[src/fng_div_cell.sv]
// One restoring-division cell: brings in one dividend bit, yields one quotient bit.
`timescale 1ns / 1ps
module fng_div_cell #(
  parameter int DW = 32,
  parameter int SW = 1
) (
  input  logic          clk,
  input  logic          rst,
  input  logic          adv,
  input  logic [30:0]   fpd,
  input  logic          vld_in,
  input  logic [30:0]   rem_in,
  input  logic [DW-1:0] dvd_in,
  input  logic [DW-1:0] quo_in,
  input  logic [SW-1:0] side_in,
  output logic          vld_out,
  output logic [30:0]   rem_out,
  output logic [DW-1:0] dvd_out,
  output logic [DW-1:0] quo_out,
  output logic [SW-1:0] side_out
);
  logic [31:0] trial;
  logic        ge;
  logic [31:0] diff;

  assign trial = {rem_in, dvd_in[DW-1]};
  assign ge    = trial >= {1'b0, fpd};
  assign diff  = trial - {1'b0, fpd};

  // Track occupancy
  always_ff @(posedge clk) begin
    if (rst) begin
      vld_out <= 1'b0;
    end else if (adv) begin
      vld_out <= vld_in;
    end
  end

  // Advance the partial remainder and hand it to the next cell
  always_ff @(posedge clk) begin
    if (adv) begin
      rem_out  <= ge ? diff[30:0] : trial[30:0];
      dvd_out  <= dvd_in << 1;
      quo_out  <= {quo_in[DW-2:0], ge};
      side_out <= side_in;
    end
  end

endmodule

[config.mk]
export PLATFORM = sky130hd
export DESIGN_NAME = fng_div_cell
export DESIGN_NICKNAME = d
export VERILOG_FILES = /design/src/fng_div_cell.sv
export SDC_FILE = /design/constraint.sdc
export NUM_CORES = 1
export LEC_CHECK = 0
export ABC_AREA = 1
export BUFFER_PORTS_ARGS = -buffer_cell sky130_fd_sc_hd__buf_2
export CAP_MARGIN = 30
export CORE_MARGIN = 2
export CORE_UTILIZATION = 39
export CTS_BUF_LIST = sky130_fd_sc_hd__clkbuf_8 sky130_fd_sc_hd__clkbuf_16
export DETAILED_ROUTE_END_ITERATION = 7
export PLACE_DENSITY = 0.64
export SLEW_MARGIN = 20
export SYNTH_ARGS = -nofsm -noshare
export SYNTH_HDL_FRONTEND = slang
export SYNTH_SLANG_ARGS = --single-unit
[constraint.sdc]
create_clock -name clk -period 2.38 [get_ports clk]
set_input_delay 0.119 -clock clk [delete_from_list [all_inputs] [get_ports clk]]
set_output_delay 0.119 -clock clk [all_outputs]
set_load 0.02 [all_outputs]
==> results.sh <==
export IMPL_outcome="completed"
export IMPL_tritoncts="yes"
export IMPL_drc=0
export IMPL_cts_buffers=9
export IMPL_postCtsResizedCells=0
export IMPL_hpwl_um=13000
export IMPL_synth_top_family_by_area="simple AND/OR/NAND/NOR gates"
export IMPL_firstDrtPassIters=5
export IMPL_ant_nets=0
export IMPL_syn_cell_area_sq_um=6000
export IMPL_synthSimpleGateAreaFrac_pct=29.7
export IMPL_dieArea_sq_um=16400
export IMPL_cts_num_sinks=96
export IMPL_placed_cells=1134
export IMPL_path_clk_slew_ps=70
export IMPL_syn_nets=887
export IMPL_timing_final_crit_period_ps=1880
export IMPL_setup_violations=0
export IMPL_cp_data_arrival_time_ps=1990
export IMPL_drt_wirelength_per_cell_um=14.3
export IMPL_routed_wl_um=17300
export IMPL_io_buffers=225
export IMPL_synth_compound_area_share_pct=2.36
export IMPL_start_util_pct=39.6
export IMPL_power_density_nw_per_um2=611
export IMPL_setup_tns_ps=0
export IMPL_startpoint_type="input pin"
export IMPL_rsz0062_at_grt="no"
export IMPL_n_antenna_cell=0
export IMPL_maxCapViolations=0
export IMPL_cts_setup_buffers=0
export IMPL_cts_buffer_depth=2
export IMPL_dieHeight_um=128
export IMPL_synth_xor_area_share_pct=2.04
export IMPL_ys_seq_area_share_pct=47.9
export IMPL_finClkSkew_ps=0
export IMPL_io_pins=228
export IMPL_drv_slew=0
export IMPL_track_usage_pct=21.0
export IMPL_drt_initial_drc_count=255
export IMPL_ys_ff_latch=96
export IMPL_crit_path_end_kind="register"
export IMPL_ir_drop_mv=0.452
export IMPL_layout_cells_non_filler=1214
export IMPL_vias_per_cell=4.55
export IMPL_syn_area_per_cell_sq_um=8.29
export IMPL_grt_pass1_wl_um=26600
export IMPL_fin_crit_sh_pct=79.1
export IMPL_max_freq_mhz=531
export IMPL_hold_violations=0
export IMPL_worstPathRequired_ps=2490
export IMPL_vias=5528
export IMPL_drive_above_1_share_pct=28.1
export IMPL_area_growth_pct=38.0
export IMPL_crit_type="in -> reg"
export IMPL_synth_area_leaders="edfxtp_1 48%, nand2_1 16%, inv_1 9.0%"
export IMPL_overflow=0
export IMPL_grt_pass1_vias=5249
export IMPL_ys_warn_count=0
export IMPL_muxShareOfSynthArea_pct=0.167
export IMPL_synth_largest_area_cell="edfxtp_1"
export IMPL_cts_hold_buffers=64
export IMPL_syn_inst=724
export IMPL_leakagePower_nw=4.38
export IMPL_antenna_found_initial=1
export IMPL_min_path_type="in -> reg"
export IMPL_cts_root_buf="clkbuf_16"
export IMPL_cts_max_level=3
export IMPL_fp_dieW_um=128
export IMPL_insertion_delay_ps=350
export IMPL_final_fill_count=1437
export IMPL_netlist_area_leader_share_pct=47.5
export IMPL_core_area_sq_um=15100
export IMPL_synth_fa_ha_area_share_pct=6.80
export IMPL_num_rows=45
export IMPL_path_max_fanout=29
export IMPL_ys_types=37
export IMPL_routabilityCongestion=0.884
export IMPL_grt_max_degree=58
export IMPL_final_net_count=1184
critical path: stages:
cell,delay (ps)
buf_2,100
ha_1,210
fa_1,360
inv_1,130
nand2_1,80
nand2_1,110
nand3_2,80
nand2_2,120
nand2_2,80
nand3_2,60
nand2_2,70
buf_4,270
nand3_1,120
nand2_1,50
power by group:
group,switching (mW),internal (mW),total (mW)
sequential,0.0447,2.07,2.11
clock,0.711,0.852,1.56
combinational,0.870,0.520,1.39
total,1.63,3.44,5.07
registers in the layout (all words and copies together), names as in the netlist:
signal,flops
quo_out,32
side_out,1
rem_out,31
vld_out,1
dvd_out,31
synthesized netlist by cell type, drive strengths merged:
library cell,count
dfxtp,1
and3,1
edfxtp,95
conb,1
o21a,1
xor2,13
inv,147
a21oi,17
nand3b,3
nand4,7
xnor2,1
and2,2
or2,2
nand3,77
nand2,262
buf,10
ha,31
o21bai,3
nor2,43
fa,1
o21ai,3
mux2i,1
nor3,2
per-stage QoR:
stage / util (%) / hold WS [ps] / power, mW / cell area, sq um / setup slack [ps]
finish: 54.7 / 11.1 / 5.07 / 8290 / 498
global route: 54.7 / 27.8 / 5.33 / 8290 / 336
CTS: 54.7 / 10.2 / 5.10 / 8290 / 516
detailed placement: 48.3 / 281 / 3.45 / 7320 / 145
global placement: 48.3 / 280 / 3.44 / 7320 / 194
floorplan: - / 191 / 2.99 / 6000 / 475
logic make-up after synthesis:
group                      Yosys count
DFF                                 96
buffers and inverters              157
adders and majority gates           32
and+or+nand+nor                    399
muxes                                1
xor gates and xnor gates            14
AOI/OAI and AO/OA                   24
other                                1
cell type report:
class                   count  area (sq um)  area share, %
clock inverters             7          97.6           1.18
clock buffers               9           225           2.72
inverters                 147           552           6.66
repair buffers            296          1830           22.1
flip-flops and latches     96          2870           34.7
multi-input cells         471          2470           29.8
well taps                 188           235           2.84
metal layers:
metal  vias to the layer above  track usage (%)  part of all wire (%)
met1                      2452             25.5                    43
met4                         2             6.59                   1.5
li1                       2881                -                     -
met3                        19             3.42                   5.2
met2                       174             37.9                    51
met5                         -                0                 0.046
layout by cell type (no fill, tap or decap), types with 2 or more instances in the layout:
cell type / n
nand2_1: 252
buf_2: 224
inv_1: 144
edfxtp_1: 95
nand3_1: 64
dlygate4sd3_1: 64
nor2_1: 36
ha_1: 31
a21oi_1: 14
nand3_2: 13
xor2_1: 13
nand2_2: 9
clkbuf_16: 9
nand4_1: 7
buf_4: 7
nor2_4: 4
inv_2: 3
nor2_2: 3
a21oi_2: 3
o21bai_1: 3
nand3b_1: 3
inv_8: 3
nor3_2: 2
o21ai_0: 2
final timing paths:
check        startpoint     endpoint  slack [ps]  cells past startpoint
max reg2reg     vld_out      vld_out        1800                      2
min reg2reg     vld_out      vld_out         490                      2
min              vld_in      vld_out          10                      3
max              fpd[0]  rem_out[15]         500                     14
No activity file was read; power rests on OpenSTA's default activity.
