==> src/fng_pkg.sv <==
// Shared constants and types for the fractional-N word generator.
`timescale 1ns / 1ps
package fng_pkg;

  // Configuration port geometry
  localparam int CFG_INDEX_W = 3;
  localparam int CFG_DATA_W  = 31;

  // Configuration register indexes
  localparam logic [CFG_INDEX_W-1:0] CFG_REF_FREQ  = 3'd0;
  localparam logic [CFG_INDEX_W-1:0] CFG_REF_DIV   = 3'd1;
  localparam logic [CFG_INDEX_W-1:0] CFG_LOCK_EN   = 3'd2;
  localparam logic [CFG_INDEX_W-1:0] CFG_PUMP_GAIN = 3'd3;
  localparam logic [CFG_INDEX_W-1:0] CFG_IF_OFFSET = 3'd4;

  // Configuration reset values
  localparam logic [30:0] RST_REF_FREQ  = 31'd19200000;
  localparam logic [11:0] RST_REF_DIV   = 12'd3;
  localparam logic [30:0] RST_IF_OFFSET = 31'd73350000;

  // Frequency datapath widths
  localparam int FREQ_W = 31;
  localparam int QUO_W  = 32;

  // Integer divider offset and legal range of the rounded quotient
  localparam logic [31:0] INT_OFFSET = 32'd32;
  localparam logic [31:0] INT_TOP    = 32'd4127;

  // Register address nibbles
  localparam logic [3:0] ADDR_INT      = 4'h0;
  localparam logic [3:0] ADDR_FRAC_MSB = 4'h1;
  localparam logic [3:0] ADDR_FRAC_LSB = 4'h2;
  localparam logic [3:0] ADDR_REF_DIV  = 4'h5;
  localparam logic [3:0] ADDR_CTRL     = 4'h6;
  localparam logic [3:0] ADDR_R7       = 4'h7;
  localparam logic [3:0] ADDR_R8       = 4'h8;
  localparam logic [3:0] ADDR_R9       = 4'h9;

  // Word slots in the emitted sequence
  localparam logic [2:0] SLOT_REF_DIV  = 3'd0;
  localparam logic [2:0] SLOT_CTRL     = 3'd1;
  localparam logic [2:0] SLOT_R7       = 3'd2;
  localparam logic [2:0] SLOT_R8       = 3'd3;
  localparam logic [2:0] SLOT_R9       = 3'd4;
  localparam logic [2:0] SLOT_INT      = 3'd5;
  localparam logic [2:0] SLOT_FRAC_LSB = 3'd6;
  localparam logic [2:0] SLOT_FRAC_MSB = 3'd7;

  // Finished item handed to the word serializer
  typedef struct packed {
    logic        fpd_zero;
    logic        err;
    logic [11:0] int_word;
    logic [11:0] frac_msb;
    logic [7:0]  frac_lsb;
  } ser_load_t;

  // Live configuration fields that appear in the word sequence
  typedef struct packed {
    logic [11:0] ref_div;
    logic        lock_en;
    logic [4:0]  pump_gain;
  } ctrl_fields_t;

endpackage

==> src/fng_fpd_unit.sv <==
// Iterative divider for the phase-detector frequency, one quotient bit a cycle.
`timescale 1ns / 1ps
module fng_fpd_unit (
  input  logic        clk,
  input  logic        rst,
  input  logic        start,
  input  logic [30:0] ref_freq,
  input  logic [11:0] ref_div,
  output logic [30:0] fpd,
  output logic        busy
);
  import fng_pkg::*;

  logic        pending;
  logic        running;
  logic [4:0]  cnt;
  logic [12:0] rem;
  logic [30:0] quo;
  logic [12:0] divisor;
  logic [13:0] trial;
  logic        ge;

  assign divisor = 13'(ref_div) + 13'd1;
  assign trial   = {rem, quo[30]};
  assign ge      = trial >= {1'b0, divisor};
  assign busy    = pending | running;

  // Sequence the division after reset and after every configuration write
  always_ff @(posedge clk) begin
    if (rst) begin
      pending <= 1'b1;
      running <= 1'b0;
      cnt     <= '0;
    end else if (start) begin
      pending <= 1'b1;
      running <= 1'b0;
    end else if (pending) begin
      pending <= 1'b0;
      running <= 1'b1;
      cnt     <= '0;
    end else if (running) begin
      cnt <= cnt + 5'd1;
      if (cnt == 5'd30) begin
        running <= 1'b0;
      end
    end
  end

  // Shift remainder and quotient, latch the result on the last step
  always_ff @(posedge clk) begin
    if (pending) begin
      rem <= '0;
      quo <= ref_freq;
    end else if (running) begin
      rem <= ge ? 13'(trial - {1'b0, divisor}) : trial[12:0];
      quo <= {quo[29:0], ge};
      if (cnt == 5'd30) begin
        fpd <= {quo[29:0], ge};
      end
    end
  end

endmodule

==> config.mk <==
export PLATFORM = sky130hd
export DESIGN_NAME = fng_fpd_unit
export DESIGN_NICKNAME = d
export VERILOG_FILES = /design/src/fng_pkg.sv /design/src/fng_fpd_unit.sv
export SDC_FILE = /design/constraint.sdc
export NUM_CORES = 1
export LEC_CHECK = 0
export BUFFER_PORTS_ARGS = -buffer_cell sky130_fd_sc_hd__buf_2
export CAP_MARGIN = 20
export CORE_ASPECT_RATIO = 0.6
export CORE_UTILIZATION = 50
export DETAILED_ROUTE_END_ITERATION = 8
export PLACE_DENSITY = 0.72
export RECOVER_POWER = 25
export SLEW_MARGIN = 15
export SYNTH_ARGS = -nofsm -noshare
export SYNTH_HDL_FRONTEND = slang
export SYNTH_SLANG_ARGS = --single-unit
export TNS_END_PERCENT = 50
==> constraint.sdc <==
create_clock -name clk -period 3.6 [get_ports clk]
set_input_delay 0.36 -clock clk [delete_from_list [all_inputs] [get_ports clk]]
set_output_delay 0.36 -clock clk [all_outputs]
set_load 0.01 [all_outputs]
==> results_dict.tcl <==
set metrics [dict create \
    clk_pin_slew_ns 0.06 \
    fin_crit_sh_pct 80.8 \
    ys_top_cells_by_area "edfxtp_1 46%, dfxtp_1 10%, mux2_2 9.0%" \
    portBuffers 77 \
    numCtsBuffers 9 \
    synth_area_leader_cell "edfxtp_1" \
    placed_cells 492 \
    antenna_found_initial 0 \
    postCtsSetupBuffers 0 \
    vias_per_cell 5.31 \
    route.vias.total 2696 \
    htree_levels 3 \
    seq_area_frac_synth_pct 56.2 \
    drv_slew 0 \
    yosys-top-cells-count "62 x edfxtp_1, 32 x mux2_2, 28 x nand2_1, 28 x nor2_1, 20 x dfxtp_1" \
    cp_max_fo 16 \
    cellLeakagePower_nw 1.84 \
    rsz0062_at_grt "false" \
    p_int_w 0.00185 \
    rows 24 \
    synth_edf_count 62 \
    ant_nets 0 \
    remaining_drc_errors 0 \
    synth-warning-count 0 \
    syn_inst 319 \
    p_seq_share_pct 46.9 \
    fin_cells 508 \
    clk_latency_ns 0.33 \
    drive_gt1_share_pct 32.2 \
    grtUsageMet1_pct 29.4 \
    synth.most_common_cell "edfxtp_1" \
    cts_sinks 82 \
    use_met2_pct 30.3 \
    slew-limit-headroom_pct 53.7 \
    synth.distinct_cells 50 \
    cp.required_ns 3.68 \
    max_freq_ghz 0.344 \
    cts_tree "built" \
    grt_pass1_vias 2586 \
    swShare_pct 20.8 \
    comb_power_share_pct 9.6 \
    use_met3_pct 5.25 \
    drtIter0Drc 188 \
    initial_core_util_pct 53.6 \
    worstSetupPathType "input port to register" \
    place_area_um2 4460 \
    setup-violations-final 0 \
    nets 462 \
    worst_setup_path_end_kind "register" \
    cts.hold.buffers_added 0 \
    post-route-min-period_ns 2.91 \
    grt_util_all_layers_pct 20.4 \
    tns_ns 0 \
    cts.repair.resized 0 \
    gp_congestion 0.849 \
    diodes 0 \
    synth_area_per_cell_um2 12.6 \
    hp-class "input port to register" \
    p_switching_w 0.000485 \
    first_pass_iters 4 \
    wl_um 7920 \
    top_usage_layer "met2" \
    syn_nets 382 \
    finalInstanceArea_um2 4780 \
    io-pin-count 78 \
    powerDensity_nw_per_um2 489 \
    peakVddDrop_mv 0.411 \
    die_h_um 71.5 \
    arrival_ns 2.99 \
    cp-start-kind "input port" \
    synthesis.area_um2 4020 \
    synth_top_flop_cell "edfxtp_1" \
    p_clk_share_pct 43.5 \
    synth_top_area_share_pct 46.3 \
    worst_pin_slew_ns 0.694 \
    cap_violations 0 \
    cts_buffer_depth 2 \
    status "complete, no violations" \
    finalClockSkew_ns 0.00428 \
    grt.overflow.total 0 \
    ys_ff_latch 82 \
    dp_hpwl_um 5800 \
    die_area_um2 8420 \
    async_flop_share_pct 0 \
    grt_max_degree 48 \
    cts_root_buf "clkbuf_16" \
    hold_viol_final 0 \
    grt_pass1_wl_um 13000 \
    die_w_um 118 \
    core_um2 7510 \
    fin_util_pct 63.6 \
    routedWlPerCell_um 15.6 \
    area_growth_pct 18.7 \
]
==> through the flow <==
step / hold WS, ns / worst slack (ns) / total power, W
finish: 0.263 / 0.692 / 0.00234
global placement: 0.425 / 0.420 / 0.00133
detailed placement: 0.430 / 0.378 / 0.00134
floorplan: 0.422 / 0.717 / 0.00128
global route: 0.270 / 0.540 / 0.00241
CTS: 0.244 / 0.720 / 0.00235
==> flip-flops by register name, summed over array words and instances, names as in the netlist <==
register,flops
fpd,31
cnt,5
rem,13
running,1
quo,31
pending,1
==> worst paths after layout <==
path,start,endpoint,slack [ns],depth (start not counted)
hold reg to reg,quo[8]$_DFFE_PN_,fpd[9]$_DFFE_PP_,0.44,0
hold / removal,rst,cnt[0]$_SDFFE_PP0P_,0.26,2
setup / recovery,ref_div[2],quo[0]$_DFFE_PN_,0.69,12
setup reg to reg,quo[30]$_DFFE_PN_,quo[0]$_DFFE_PN_,0.79,10
==> placed cells by master, fill, tap and decap left out, types with 3 or more instances in the layout <==
cell | netlist | layout
buf_4 | 0 | 4
nor3_1 | 5 | 5
inv_1 | 9 | 9
a21o_1 | 5 | 5
xnor2_1 | 10 | 10
o21ai_0 | 6 | 6
mux2_2 | 32 | 32
a311oi_1 | 9 | 9
a22oi_1 | 3 | 3
nand2_1 | 28 | 28
bufinv_16 | 0 | 3
clkbuf_16 | 0 | 9
edfxtp_1 | 62 | 62
nor2_1 | 28 | 28
nand2_2 | 5 | 5
buf_2 | 1 | 63
ha_1 | 16 | 16
nand3_1 | 6 | 6
clkbuf_1 | 4 | 15
nand4_1 | 4 | 4
dfxtp_1 | 20 | 19
a21oi_1 | 9 | 9
nand2b_1 | 5 | 5
xor2_1 | 11 | 11
==> cell type report <==
cell class              count  area, µm²
well taps                 104        130
flip-flops and latches     82       2260
clock buffers              10        229
fillers                   587       2730
repair buffers             81        398
clock inverters             6        106
multi-input cells         215       1610
inverters                  10       42.5
==> power by group through the flow <==
stage | clock [W] | combinational (W) | sequential, W
2_1_floorplan | 0 | 0.000172 | 0.00110
3_3_place_gp | 0 | 0.000219 | 0.00111
3_5_place_dp | 0 | 0.000224 | 0.00112
4_1_cts | 0.00103 | 0.000225 | 0.00110
5_1_grt | 0.00106 | 0.000252 | 0.00110
6_report | 0.00102 | 0.000225 | 0.00109
==> critical path: stages <==
cell and delay [ns]:
buf_2 0.11, nand3_1 0.15, or3_1 0.47, nor2_1 0.16, xnor2_1 0.14, ha_1 0.31
a21o_1 0.22, a211oi_1 0.28, o21a_1 0.16, and2_4 0.26, inv_6 0.10, mux2_2 0.27
==> per-layer routing <==
layer,up-vias,share of wire (%)
met1,1269,50
met4,0,0.91
met2,69,44
met3,8,5.4
li1,1350,-
met5,-,0
==> logic make-up (layout without fill, tap and decap cells) <==
group / Yosys count / count (layout) / share of synthesized area, %
DFF: 82 / 82 / 56.2
AOI/OAI and AO/OA: 47 / 47 / 8.77
buffers and inverters: 22 / 107 / 3.83
and+or+nand+nor: 96 / 96 / 11.7
xor gates and xnor gates: 21 / 21 / 4.57
muxes: 34 / 34 / 9.46
adders and majority gates: 17 / 17 / 5.47
(Power assumes the default switching activity.)
