`config.mk`:
```
export PLATFORM = sky130hd
export DESIGN_NAME = fng_serializer_flat
export DESIGN_NICKNAME = d
export VERILOG_FILES = /design/src/fng_pkg.sv /design/src/fng_if.sv /design/src/fng_serializer.sv /design/src/flat_wrapper.sv
export SDC_FILE = /design/constraint.sdc
export NUM_CORES = 1
export LEC_CHECK = 0
export BUFFER_PORTS_ARGS = -buffer_cell sky130_fd_sc_hd__buf_2
export CAP_MARGIN = 20
export CORE_ASPECT_RATIO = 1.1
export CORE_MARGIN = 3
export CORE_UTILIZATION = 50
export CTS_CLUSTER_DIAMETER = 100
export DETAILED_ROUTE_END_ITERATION = 12
export HOLD_SLACK_MARGIN = 0.08
export PLACE_DENSITY = 0.84
export SYNTH_ARGS = -nofsm -noshare
export SYNTH_HDL_FRONTEND = slang
export SYNTH_SLANG_ARGS = --single-unit
```
`constraint.sdc`:
```
create_clock -name clk -period 6 [get_ports clk]
set_input_delay 0.9 -clock clk [delete_from_list [all_inputs] [get_ports clk]]
set_output_delay 0.9 -clock clk [all_outputs]
set_load 0.1 [all_outputs]
```
`src/fng_pkg.sv`:
```
// Shared constants and types for the fractional-N word generator.
`timescale 1ns / 1ps
package fng_pkg;

  // Configuration port geometry
  localparam int CFG_INDEX_W = 3;
  localparam int CFG_DATA_W  = 31;

  // Configuration register indexes
  localparam logic [CFG_INDEX_W-1:0] CFG_REF_FREQ  = 3'd0;
  localparam logic [CFG_INDEX_W-1:0] CFG_REF_DIV   = 3'd1;
  localparam logic [CFG_INDEX_W-1:0] CFG_LOCK_EN   = 3'd2;
  localparam logic [CFG_INDEX_W-1:0] CFG_PUMP_GAIN = 3'd3;
  localparam logic [CFG_INDEX_W-1:0] CFG_IF_OFFSET = 3'd4;

  // Configuration reset values
  localparam logic [30:0] RST_REF_FREQ  = 31'd19200000;
  localparam logic [11:0] RST_REF_DIV   = 12'd3;
  localparam logic [30:0] RST_IF_OFFSET = 31'd73350000;

  // Frequency datapath widths
  localparam int FREQ_W = 31;
  localparam int QUO_W  = 32;

  // Integer divider offset and legal range of the rounded quotient
  localparam logic [31:0] INT_OFFSET = 32'd32;
  localparam logic [31:0] INT_TOP    = 32'd4127;

  // Register address nibbles
  localparam logic [3:0] ADDR_INT      = 4'h0;
  localparam logic [3:0] ADDR_FRAC_MSB = 4'h1;
  localparam logic [3:0] ADDR_FRAC_LSB = 4'h2;
  localparam logic [3:0] ADDR_REF_DIV  = 4'h5;
  localparam logic [3:0] ADDR_CTRL     = 4'h6;
  localparam logic [3:0] ADDR_R7       = 4'h7;
  localparam logic [3:0] ADDR_R8       = 4'h8;
  localparam logic [3:0] ADDR_R9       = 4'h9;

  // Word slots in the emitted sequence
  localparam logic [2:0] SLOT_REF_DIV  = 3'd0;
  localparam logic [2:0] SLOT_CTRL     = 3'd1;
  localparam logic [2:0] SLOT_R7       = 3'd2;
  localparam logic [2:0] SLOT_R8       = 3'd3;
  localparam logic [2:0] SLOT_R9       = 3'd4;
  localparam logic [2:0] SLOT_INT      = 3'd5;
  localparam logic [2:0] SLOT_FRAC_LSB = 3'd6;
  localparam logic [2:0] SLOT_FRAC_MSB = 3'd7;

  // Finished item handed to the word serializer
  typedef struct packed {
    logic        fpd_zero;
    logic        err;
    logic [11:0] int_word;
    logic [11:0] frac_msb;
    logic [7:0]  frac_lsb;
  } ser_load_t;

  // Live configuration fields that appear in the word sequence
  typedef struct packed {
    logic [11:0] ref_div;
    logic        lock_en;
    logic [4:0]  pump_gain;
  } ctrl_fields_t;

endpackage

```
`src/fng_if.sv`:
```


interface fng_out_if;
  logic        valid;
  logic        ready;
  logic [15:0] register_word;
  logic        last_word;
  logic        error;
  modport source (output valid, output register_word, output last_word, output error,
                  input ready);
  modport sink   (input valid, input register_word, input last_word, input error,
                  output ready);
endinterface

```
`src/fng_serializer.sv`:
```
// Emits the eight register words of one item, or a single error word.
`timescale 1ns / 1ps
module fng_serializer (
  input  logic                  clk,
  input  logic                  rst,
  input  logic                  tail_valid,
  input  fng_pkg::ser_load_t    load,
  input  fng_pkg::ctrl_fields_t ctrl,
  output logic                  can_load,
  fng_out_if.source             out_item
);
  import fng_pkg::*;

  logic      busy;
  logic [2:0] slot;
  ser_load_t cur;
  logic      last;
  logic      take;

  assign last     = cur.fpd_zero | (slot == SLOT_FRAC_MSB);
  assign can_load = !busy | (out_item.ready & last);
  assign take     = tail_valid & can_load;

  // Step through the word slots
  always_ff @(posedge clk) begin
    if (rst) begin
      busy <= 1'b0;
      slot <= '0;
    end else if (take) begin
      busy <= 1'b1;
      slot <= '0;
    end else if (busy && out_item.ready) begin
      if (last) begin
        busy <= 1'b0;
      end
      slot <= slot + 3'd1;
    end
  end

  // Hold the finished item
  always_ff @(posedge clk) begin
    if (take) begin
      cur <= load;
    end
  end

  // Build the word for the current slot
  always_comb begin
    out_item.valid     = busy;
    out_item.last_word = last;
    out_item.error     = cur.fpd_zero | cur.err;
    if (cur.fpd_zero) begin
      out_item.register_word = '0;
    end else begin
      case (slot)
        SLOT_REF_DIV:  out_item.register_word = {ADDR_REF_DIV, ctrl.ref_div};
        SLOT_CTRL:     out_item.register_word = {ADDR_CTRL, 6'd0, ctrl.lock_en,
                                                 ctrl.pump_gain};
        SLOT_R7:       out_item.register_word = {ADDR_R7, 12'd0};
        SLOT_R8:       out_item.register_word = {ADDR_R8, 12'd0};
        SLOT_R9:       out_item.register_word = {ADDR_R9, 12'd0};
        SLOT_INT:      out_item.register_word = {ADDR_INT, cur.int_word};
        SLOT_FRAC_LSB: out_item.register_word = {ADDR_FRAC_LSB, 4'd0, cur.frac_lsb};
        default:       out_item.register_word = {ADDR_FRAC_MSB, cur.frac_msb};
      endcase
    end
  end

endmodule

```
`src/flat_wrapper.sv`:
```
// flat-port wrapper written by rule: the top's interface ports become plain ports
module fng_serializer_flat import fng_pkg::*;
  (clk, rst, tail_valid, load, ctrl, can_load, out_item_valid, out_item_register_word, out_item_last_word, out_item_error, out_item_ready);
  fng_out_if out_item_i ();
  input  logic clk;
  input  logic rst;
  input  logic tail_valid;
  input  fng_pkg::ser_load_t load;
  input  fng_pkg::ctrl_fields_t ctrl;
  output logic can_load;
  output wire logic [$bits(out_item_i.valid)-1:0] out_item_valid;
  output wire logic [$bits(out_item_i.register_word)-1:0] out_item_register_word;
  output wire logic [$bits(out_item_i.last_word)-1:0] out_item_last_word;
  output wire logic [$bits(out_item_i.error)-1:0] out_item_error;
  input wire logic [$bits(out_item_i.ready)-1:0] out_item_ready;
  assign out_item_valid = out_item_i.valid;
  assign out_item_register_word = out_item_i.register_word;
  assign out_item_last_word = out_item_i.last_word;
  assign out_item_error = out_item_i.error;
  assign out_item_i.ready = out_item_ready;
  fng_serializer u_core (.clk(clk), .rst(rst), .tail_valid(tail_valid), .load(load), .ctrl(ctrl), .can_load(can_load), .out_item(out_item_i));
endmodule
```
==> results, run 1 <==
- The flow ran to the end, and the final reports show no timing, DRC or antenna violations.
- The net count of the finished layout is between 200 and 300.
- At the pin with the least slew margin, the transition time is 757 ps.
- The part of the Yosys area used for sequential elements is between 60% and 70%.
- The kind of capture point of the worst setup path is an output pin.
- The net count of the mapped netlist is approximately 190.
- The overall routed net length is ~3.9 mm.
- The worst setup path is launched from a flip-flop.
- The max-slew violation count came to 0.
- The path class of the tightest hold or removal check is reg -> reg.
- The maximum clock skew at final layout is about 4.0 ps.
- After synthesis, the share of flip-flops with an asynchronous set or reset is 0%.
- The number of enable flip-flop cells after synthesis is 34.
- Each instance of the synthesized netlist takes up on average about 13 µm².
- The top achievable clock speed is roughly 0.28 GHz.
- During synthesis, Yosys emitted a total of 0 warnings.
- The switching power of the nets is 0.188 mW.
- The H-tree was split into 2 levels.
- In the final layout, the share of cells above drive strength 1 is a little over two fifths.
- The setup slack of the critical path after layout is about 2500 ps.
- Buffers added to address setup during post-CTS repair amount to 0.
- The count of hold-fix buffers inserted at cts is 0.
- The sequential cell fraction of total power is a little over half.
- The number of global-route vias before repair is 1352.
- The number of primary I/O pins is 76.
- The synthesized netlist contains 30 unique library cells.
- The first TritonRoute pass finished after 4 iterations.
- The total core area is between 3000 and 4000 µm².
- The number of clock buffers inserted by TritonCTS is 5.
- The worst path required time is about 5100 ps.
- The worst pin sits at a relative slew slack of approximately 50%.
- The total of endpoints with negative setup slack in the final report is 0.
- Global routing used around 19% of the available tracks.
- In this run the remaining antenna-violating nets after routing total 0.
- The top cell types in the final layout, fill and taps aside, are sky130_fd_sc_hd__buf_2, sky130_fd_sc_hd__edfxtp_1, sky130_fd_sc_hd__a21oi_1.
- The root cell of the clock tree is sky130_fd_sc_hd__clkbuf_4.
- From left edge to right edge, the die measures slightly above 60 µm.
- After layout, the minimum clock period comes to about 3500 ps.
- Compared with the post-synthesis result, the final layout area differs by 25.6%.
- After clock tree synthesis, the repair step resized 0 gates.
- The switching portion of total power is between 30% and 40%.
- The half-perimeter wire length after detailed placement is just under 3 mm.
- The largest net degree at the start of global routing is 38.
- The power density over cell area is ~260 nW/µm².
- After synthesis the netlist holds a flip-flop and latch count of 38.
- The setup TNS is 0 ps.
- The floorplan die height is between 60 and 70 µm.
- The worst hold path passes through 2 cells.
- The initial utilization of the core area, before any placement, comes to approximately 55%.
- The count of inserted antenna diode cells is 0.
- Dividing the final minimum period by the clock period gives roughly three fifths.
- In the synthesized netlist the dominant register cell turns out to be sky130_fd_sc_hd__edfxtp_1.
- Setup repair after global routing left no endpoint under its margin.
- At the placement stage, the worst setup path has a slack of between 2000 and 3000 ps.
- The category of the most critical setup path is reg -> out.
- Per report_power, the combinational group accounts for 22.2% of the total.
- The most common cell after layout, fill and taps aside is sky130_fd_sc_hd__buf_2.
- The number of hold violations in the final report is 0.
- The highest net fanout along the worst path is 19.
- Of the total power, the clock network draws 23.1%.
- The clock-pin transition on the worst setup and hold timing paths is approximately 110 ps.
- The number of antenna violations at the first check in global routing is 0.
- The synthesized netlist occupies a cell area of around 1700 µm².
- The number of buffers added on ports is 75.
- The iteration-0 DRC count of the detailed router is 69.
- The via density per instance is approximately 5.5.
- The largest vdd supply drop is 0.152 mV.
- For the worst setup path, the data arrival time is 2650 ps.
- The clock tree buffer depth is 2.
- At the end of routability-driven placement, the weighted congestion stood at between 0.8 and 0.9.
- The number of cells on the worst reg-to-reg path is 4.
- The floorplan step defined a die boundary enclosing between 4000 and 5000 µm².
- The number of cells produced by synthesis is 131.
- The internal power contribution is 0.384 mW.
- The leakage power is between 0.8 and 0.9 nW.
- The global-route wire length before repair is 6.00 mm.
- The number of cell rows is 21.
- For the worst-skew pair, the clock arrives at the later sink with an insertion delay of roughly 350 ps.
- The remaining global-route overflow is 0.
- TritonCTS built the clock tree.
- The via count is around 1400.
- CTS saw 38 sinks.
- Across the run, the number of max-cap violations was 0.
- The remaining design rule violation count is 0.
- In the final routed layout, each cell accounts on average for roughly 16 µm.
[state kept, by name, summed over array words and instances, names as in the netlist]
signal                 count
u_core.cur                34
u_core.out_item.valid      1
u_core.slot                3
[power groups by stage]
stage / combinational [mW] / clock (mW) / sequential [mW]
finish: 0.127 / 0.132 / 0.312
global route: 0.133 / 0.148 / 0.314
CTS: 0.125 / 0.135 / 0.313
detailed placement: 0.125 / 0 / 0.319
global placement: 0.123 / 0 / 0.318
floorplan: 0.0920 / 0 / 0.319
[area by class of cell]
cell class / count / area, µm²
fill: 228 / 1000
inverter: 3 / 11.3
clock inverter: 3 / 20.0
multi-input combinational: 79 / 554
sequential: 38 / 1100
tap: 46 / 57.6
timing repair buffer: 76 / 395
clock buffer: 5 / 37.5
[worst paths after layout]
| path | endpoint | from | slack (ps) |
|---|---|---|---|
| max | out_item_register_word[4] | u_core.slot[1] | 2450 |
| min | u_core.out_item.valid | u_core.out_item.valid | 590 |
| max reg2reg | u_core.cur[28] | u_core.slot[2] | 3910 |
| min reg2reg | u_core.out_item.valid | u_core.out_item.valid | 590 |
[worst max-delay path, cell delays in order, from the launching register on]
cell and delay, ps:
sky130_fd_sc_hd__dfxtp_1 390, sky130_fd_sc_hd__inv_1 80, sky130_fd_sc_hd__ha_1 440, sky130_fd_sc_hd__nor3_4 560, sky130_fd_sc_hd__nand3_1 140, sky130_fd_sc_hd__a31oi_1 210
sky130_fd_sc_hd__buf_2 460
[stage by stage]
step           util, %  hold WS (ps)  area (µm²)  power, mW  std cells
2_1_floorplan        -           533        1730      0.411        131
3_3_place_gp      66.0           553        2100      0.441        241
3_5_place_dp      66.0           580        2100      0.444        241
4_1_cts           67.8           599        2160      0.573        249
5_1_grt           68.5           640        2180      0.596        250
6_report          68.5           593        2180      0.572        250
[routing by layer]
layer / GRT usage, % / wire length, µm / vias up / part of all wire [%]
li1: - / - / 658 / -
met1: 21.9 / 1520 / 645 / 38
met2: 32.3 / 2030 / 67 / 51
met3: 7.15 / 282 / 11 / 7.1
met4: 10.5 / 118 / 0 / 3.0
met5: 0 / 0 / - / 0
[cells by family after synthesis]
group           count (synthesis)  share of synthesized area (%)
compound gates                 42                           16.9
flops                          38                           63.5
simple gates                   28                           8.52
buf+inv                        14                           5.13
fa+ha+maj                       5                           3.61
mux                             3                           1.81
xor+xnor                        1                          0.506
[cells in the mapped netlist (3+ instances only)]
cell type,count,area share (%)
sky130_fd_sc_hd__buf_6,3,1.9
sky130_fd_sc_hd__dfxtp_1,4,4.6
sky130_fd_sc_hd__nor2_1,3,0.65
sky130_fd_sc_hd__a221o_1,5,2.9
sky130_fd_sc_hd__inv_1,3,0.65
sky130_fd_sc_hd__a32oi_1,5,2.5
sky130_fd_sc_hd__nand2_1,4,0.87
sky130_fd_sc_hd__o21ai_0,4,1.2
sky130_fd_sc_hd__a22o_1,7,3.5
sky130_fd_sc_hd__nand3_1,12,3.5
sky130_fd_sc_hd__edfxtp_1,34,59
sky130_fd_sc_hd__nor3_1,4,1.2
sky130_fd_sc_hd__buf_2,4,1.2
sky130_fd_sc_hd__ha_1,5,3.6
sky130_fd_sc_hd__a21oi_1,14,4.0
Power figures use the tool's default switching activity.
==> inputs of run 2 (changes only) <==
ABC_AREA = 1   (was unset)
CORE_UTILIZATION = 44   (was 50)
PLACE_DENSITY = 0.76   (was 0.84)
clock period = 3.1 ns   (was 6 ns; I/O delays follow)
==> run 2 against run 1 <==
Critical path depth increased by 4; non-clock buffer count unchanged; largest power group unchanged; global-route usage decreased by 1.9 points; die area increased by 29%; synthesized cell count increased by 58%; final cell count increased by 34%; sequential power increased by 95%; first-iteration DRC count decreased by 5.8%; largest cell class unchanged; flip-flop and latch count unchanged; register-to-register slack got worse by 3100 ps; sequential share of layout area decreased by 5.9 points.
==> results, run 2 <==
- The flow ran to the end, and the final reports show no timing, DRC or antenna violations.
- The number of buffers added on ports was 75 (unchanged).
- The highest net fanout along the worst path is 11 (-8).
- The leakage power is 1.12 nW (+25%).
- The share of the clock period used by the worst path is between 90% and 100%.
- The category of the most critical setup path is reg -> out.
- The setup slack of the critical path after layout is 280 ps (-2170 ps).
- The number of clock buffers inserted by TritonCTS is 5 (unchanged).
- The transition at the pin with the smallest max-transition slack is 685 ps (-72.9 ps).
- The most critical setup path has its startpoint at u_core.slot[0].
- The commonest cells after synthesis are sky130_fd_sc_hd__nand2_1, sky130_fd_sc_hd__edfxtp_1, sky130_fd_sc_hd__nor2_1.
- The largest net degree at the start of global routing came to 35 (-7.9%).
- The most instantiated flip-flop cell in the synthesis netlist is sky130_fd_sc_hd__edfxtp_1.
- The number of cells produced by synthesis is 207 (+58%).
- The worst path required time is 2630 ps (-2470 ps).
- The synthesized design spends more area on one cell type than any other, namely sky130_fd_sc_hd__edfxtp_1.
- The routability-driven placement congestion ratio is 0.774 (-9.3%).
- The number of antenna violations at the first check in global routing is 0 (unchanged).
- The count of synthesis-stage warnings from yosys is 0 (unchanged).
- STA classifies the critical path startpoint as a flip-flop.
- The busiest layer in global routing is met2.
- The remaining global-route overflow is 0 (unchanged).
- The floorplan die height is 76.9 µm (+14%).
- The remaining antenna violation count is 0 (unchanged).
- The proportion of netlist area held by the largest area contributor is 50.8% (-8.1 points).
- The number of global-route vias before repair is 1560 (+15%).
- The number of sinks driven by the clock tree is 38 (unchanged).
- The clock tree buffer depth is 2 (unchanged).
- The largest vdd supply drop was 0.353 mV (+130%).
- The half-perimeter wire length after detailed placement is 3.35 mm (+15%).
- The remaining design rule violation count is 0 (unchanged).
- The per-instance average area after synthesis came to 9.71 µm² (-27%).
- The via density per instance is 4.88 (-12%).
- The worst stage delay on the critical path is 440 ps (-120 ps).
- The global-route wire length before repair is 7.31 mm (+22%).
- The iteration-0 DRC count of the detailed router was 65 (-5.8%).
- The met3 usage is 4.33% (-2.8 points).
- The number of flip-flops in the largest register is 34 (unchanged).
- The worst path in the final design needs a cycle of ~2800 ps, including I/O delays and setup.
- The worst slack at placement is 467 ps (-2410 ps).
- The count of cells along the worst hold path is 2 (unchanged).
- The number of cells on the worst reg-to-reg path was 7 (+3).
- The number of primary I/O pins came to 76 (unchanged).
- The number of hold violations in the final report is 0 (unchanged).
- The power density over cell area was 483 nW/µm² (+84%).
- Timing would allow up to 0.355 GHz.
- The die outline width is 70.5 µm (+13%).
- The clock latency at the later pin of the worst-skew pair was 290 ps (-60 ps).
- From synthesis to final layout, the design area changed by 22.6%.
- The setup fix buffers added after clock tree synthesis was 0 (unchanged).
- The total core area is 4350 µm² (+37%).
- The max-capacitance violation count is 0 (unchanged).
- The mean routed wirelength per cell came to 12.9 µm (-18%).
- The part of the Yosys area used for sequential elements is 54.8% (-8.8 points).
- The TritonCTS clock tree is done.
- The via count is 1635 (+18%).
- The max-slew headroom at the worst pin is 54.3% (+4.8 points).
- The reg-to-reg startpoint is u_core.slot[0].
- The path class of the tightest hold or removal check is in -> reg.
- The number of distinct library cells after synthesis is 26 (-13%).
- The count of state elements after synthesis came to 38 (unchanged).
- The register with the most flip-flops in the final layout is u_core.cur.
- The net count of the mapped netlist is 268 (+40%).
- The overall routed net length was 4.32 mm (+9.4%).
- The number of enable flip-flop cells after synthesis is 34 (unchanged).
- The setup TNS is 0 ps (unchanged).
- The startpoint of the lowest-slack hold path is rst.
- The clock-pin transition on the worst setup and hold timing paths came to 70 ps (-40 ps).
- The final core utilization was 56.7% (-12 points).
- The count of H-tree levels built during CTS is 2 (unchanged).
- The max-slew violation count is 0 (unchanged).
- The library cell used most frequently in the layout, excluding fill and tap cells, is sky130_fd_sc_hd__buf_2.
- The worst-path cell with the longest stage delay is sky130_fd_sc_hd__buf_2.
- The maximum clock skew at final layout is 3.15 ps (-0.823 ps).
- In the post-synthesis netlist, the biggest area contributors are sky130_fd_sc_hd__edfxtp_1, sky130_fd_sc_hd__nand2_1, sky130_fd_sc_hd__nand3_1, sky130_fd_sc_hd__nor2_1, sky130_fd_sc_hd__dfxtp_1.
- The root cell of the clock tree is sky130_fd_sc_hd__clkbuf_8.
- The arrival time at the worst endpoint is 2360 ps (-290 ps).
- The async set-reset flop share out of synthesis is 0% (unchanged).
- Traced cell by cell, the critical path runs through inv_1 -> ha_1 -> inv_1 -> nand2_1 -> nand2_1 -> nand2_2 -> nor2_4 -> nor2_1 -> nor2_1 -> buf_2.
- The area of the die is 5420 µm² (+29%).
- The net count of the finished layout is 341 (+29%).
- The count of inserted antenna diode cells is 0 (unchanged).
- The proportion of layout cells with a drive suffix above 1 is 37.0% (-6.1 points).
- The met1 usage in global routing is 23.6% (+1.8 points).
- The number of cell rows is 25 (+19%).
- The kind of capture point of the worst setup path is an output pin.
- The total of endpoints with negative setup slack in the final report is 0 (unchanged).
- The top cell types in the final layout, fill and taps aside, are sky130_fd_sc_hd__buf_2, sky130_fd_sc_hd__nand2_1, sky130_fd_sc_hd__edfxtp_1.
- The starting utilization of the core area is 46.2% (-8.3 points).
- The length of the first detailed-routing pass in iterations was 4 (unchanged).
- The mapped cell area was 2010 µm² (+16%).
- The number of fill cells came to 382 (+68%).
- Setup repair after global routing left no endpoint under its margin.
- The global-route usage over all layers is 17.4% (-1.9 points).
- The met2 usage in global routing came to 27.2% (-5.1 points).
- By instance count, the leading cell after synthesis is sky130_fd_sc_hd__nand2_1.
-- run 2: cell count changes after synthesis, moves of 6 or more --
cell                       change
sky130_fd_sc_hd__a21oi_1      -13
sky130_fd_sc_hd__inv_1         +9
sky130_fd_sc_hd__nand3b_1     +10
sky130_fd_sc_hd__nand3_1      +14
sky130_fd_sc_hd__nor2_1       +28
sky130_fd_sc_hd__nand2_1      +39
sky130_fd_sc_hd__nand2_2       +7
sky130_fd_sc_hd__nand4_1       +6
sky130_fd_sc_hd__a22o_1        -7
-- run 2: area by class of cell --
| class | count | area (µm²) | area share, % |
|---|---|---|---|
| Multi-Input combinational cell | 143 | 763 | 31.0 |
| Clock inverter | 2 | 8.76 | 0.355 |
| Clock buffer | 6 | 72.6 | 2.94 |
| Sequential cell | 38 | 1100 | 44.7 |
| Timing Repair Buffer | 76 | 383 | 15.5 |
| Inverter | 16 | 68.8 | 2.79 |
| Tap cell | 54 | 67.6 | 2.74 |
-- run 2: what timing repair did --
action,4_1_cts,5_1_grt
gates resized for setup,0,1
endpoints found under the setup margin,0,3
hold buffers,0,0
-- run 2: metal layers --
layer	routed length (µm)	up-vias
li1	-	837
met1	1840	731
met2	2140	62
met3	279	5
met4	57	0
met5	0	-
-- run 2: worst max-delay path: cells and delay by family, from the launching register on --
family                     cells  cell delay, ps
buffers and inverters          3             660
and+or+nand+nor                6             670
adders and majority gates      1             340
DFF                            1             400
-- run 2: worst paths after layout --
kind | endpoint | slack (ps)
worst min register to register | u_core.out_item.valid | 560
worst max register to register | u_core.cur[29] | 820
worst min-delay path | u_core.out_item.valid | 340
worst max-delay path | out_item_register_word[3] | 280
-- run 2: logic make-up (layout without fill, tap and decap cells) --
| kind of cell | count (synthesis) | count (layout) | synth area share (%) |
|---|---|---|---|
| compound gates | 4 | 4 | 1.43 |
| buf+inv | 26 | 100 | 7.53 |
| simple gates | 133 | 133 | 32.7 |
| flops | 38 | 38 | 54.8 |
| fa+ha+maj | 5 | 5 | 3.11 |
| xor+xnor | 1 | 1 | 0.436 |
-- run 2: power by group --
part / switching, mW / internal, mW / total, mW
Clock: 0.161 / 0.154 / 0.316
Sequential: 0.0114 / 0.595 / 0.607
Combinational: 0.206 / 0.0617 / 0.268
-- run 2: stage by stage --
stage                     cell area (µm²)  cells  hold slack (ps)  total power [mW]
final                                2460    335              340              1.19
after floorplan                      2010    207              531             0.820
after global placement               2380    327              544             0.886
after CTS                            2460    335              337              1.20
after global routing                 2460    335              330              1.25
after detailed placement             2380    327              549             0.887
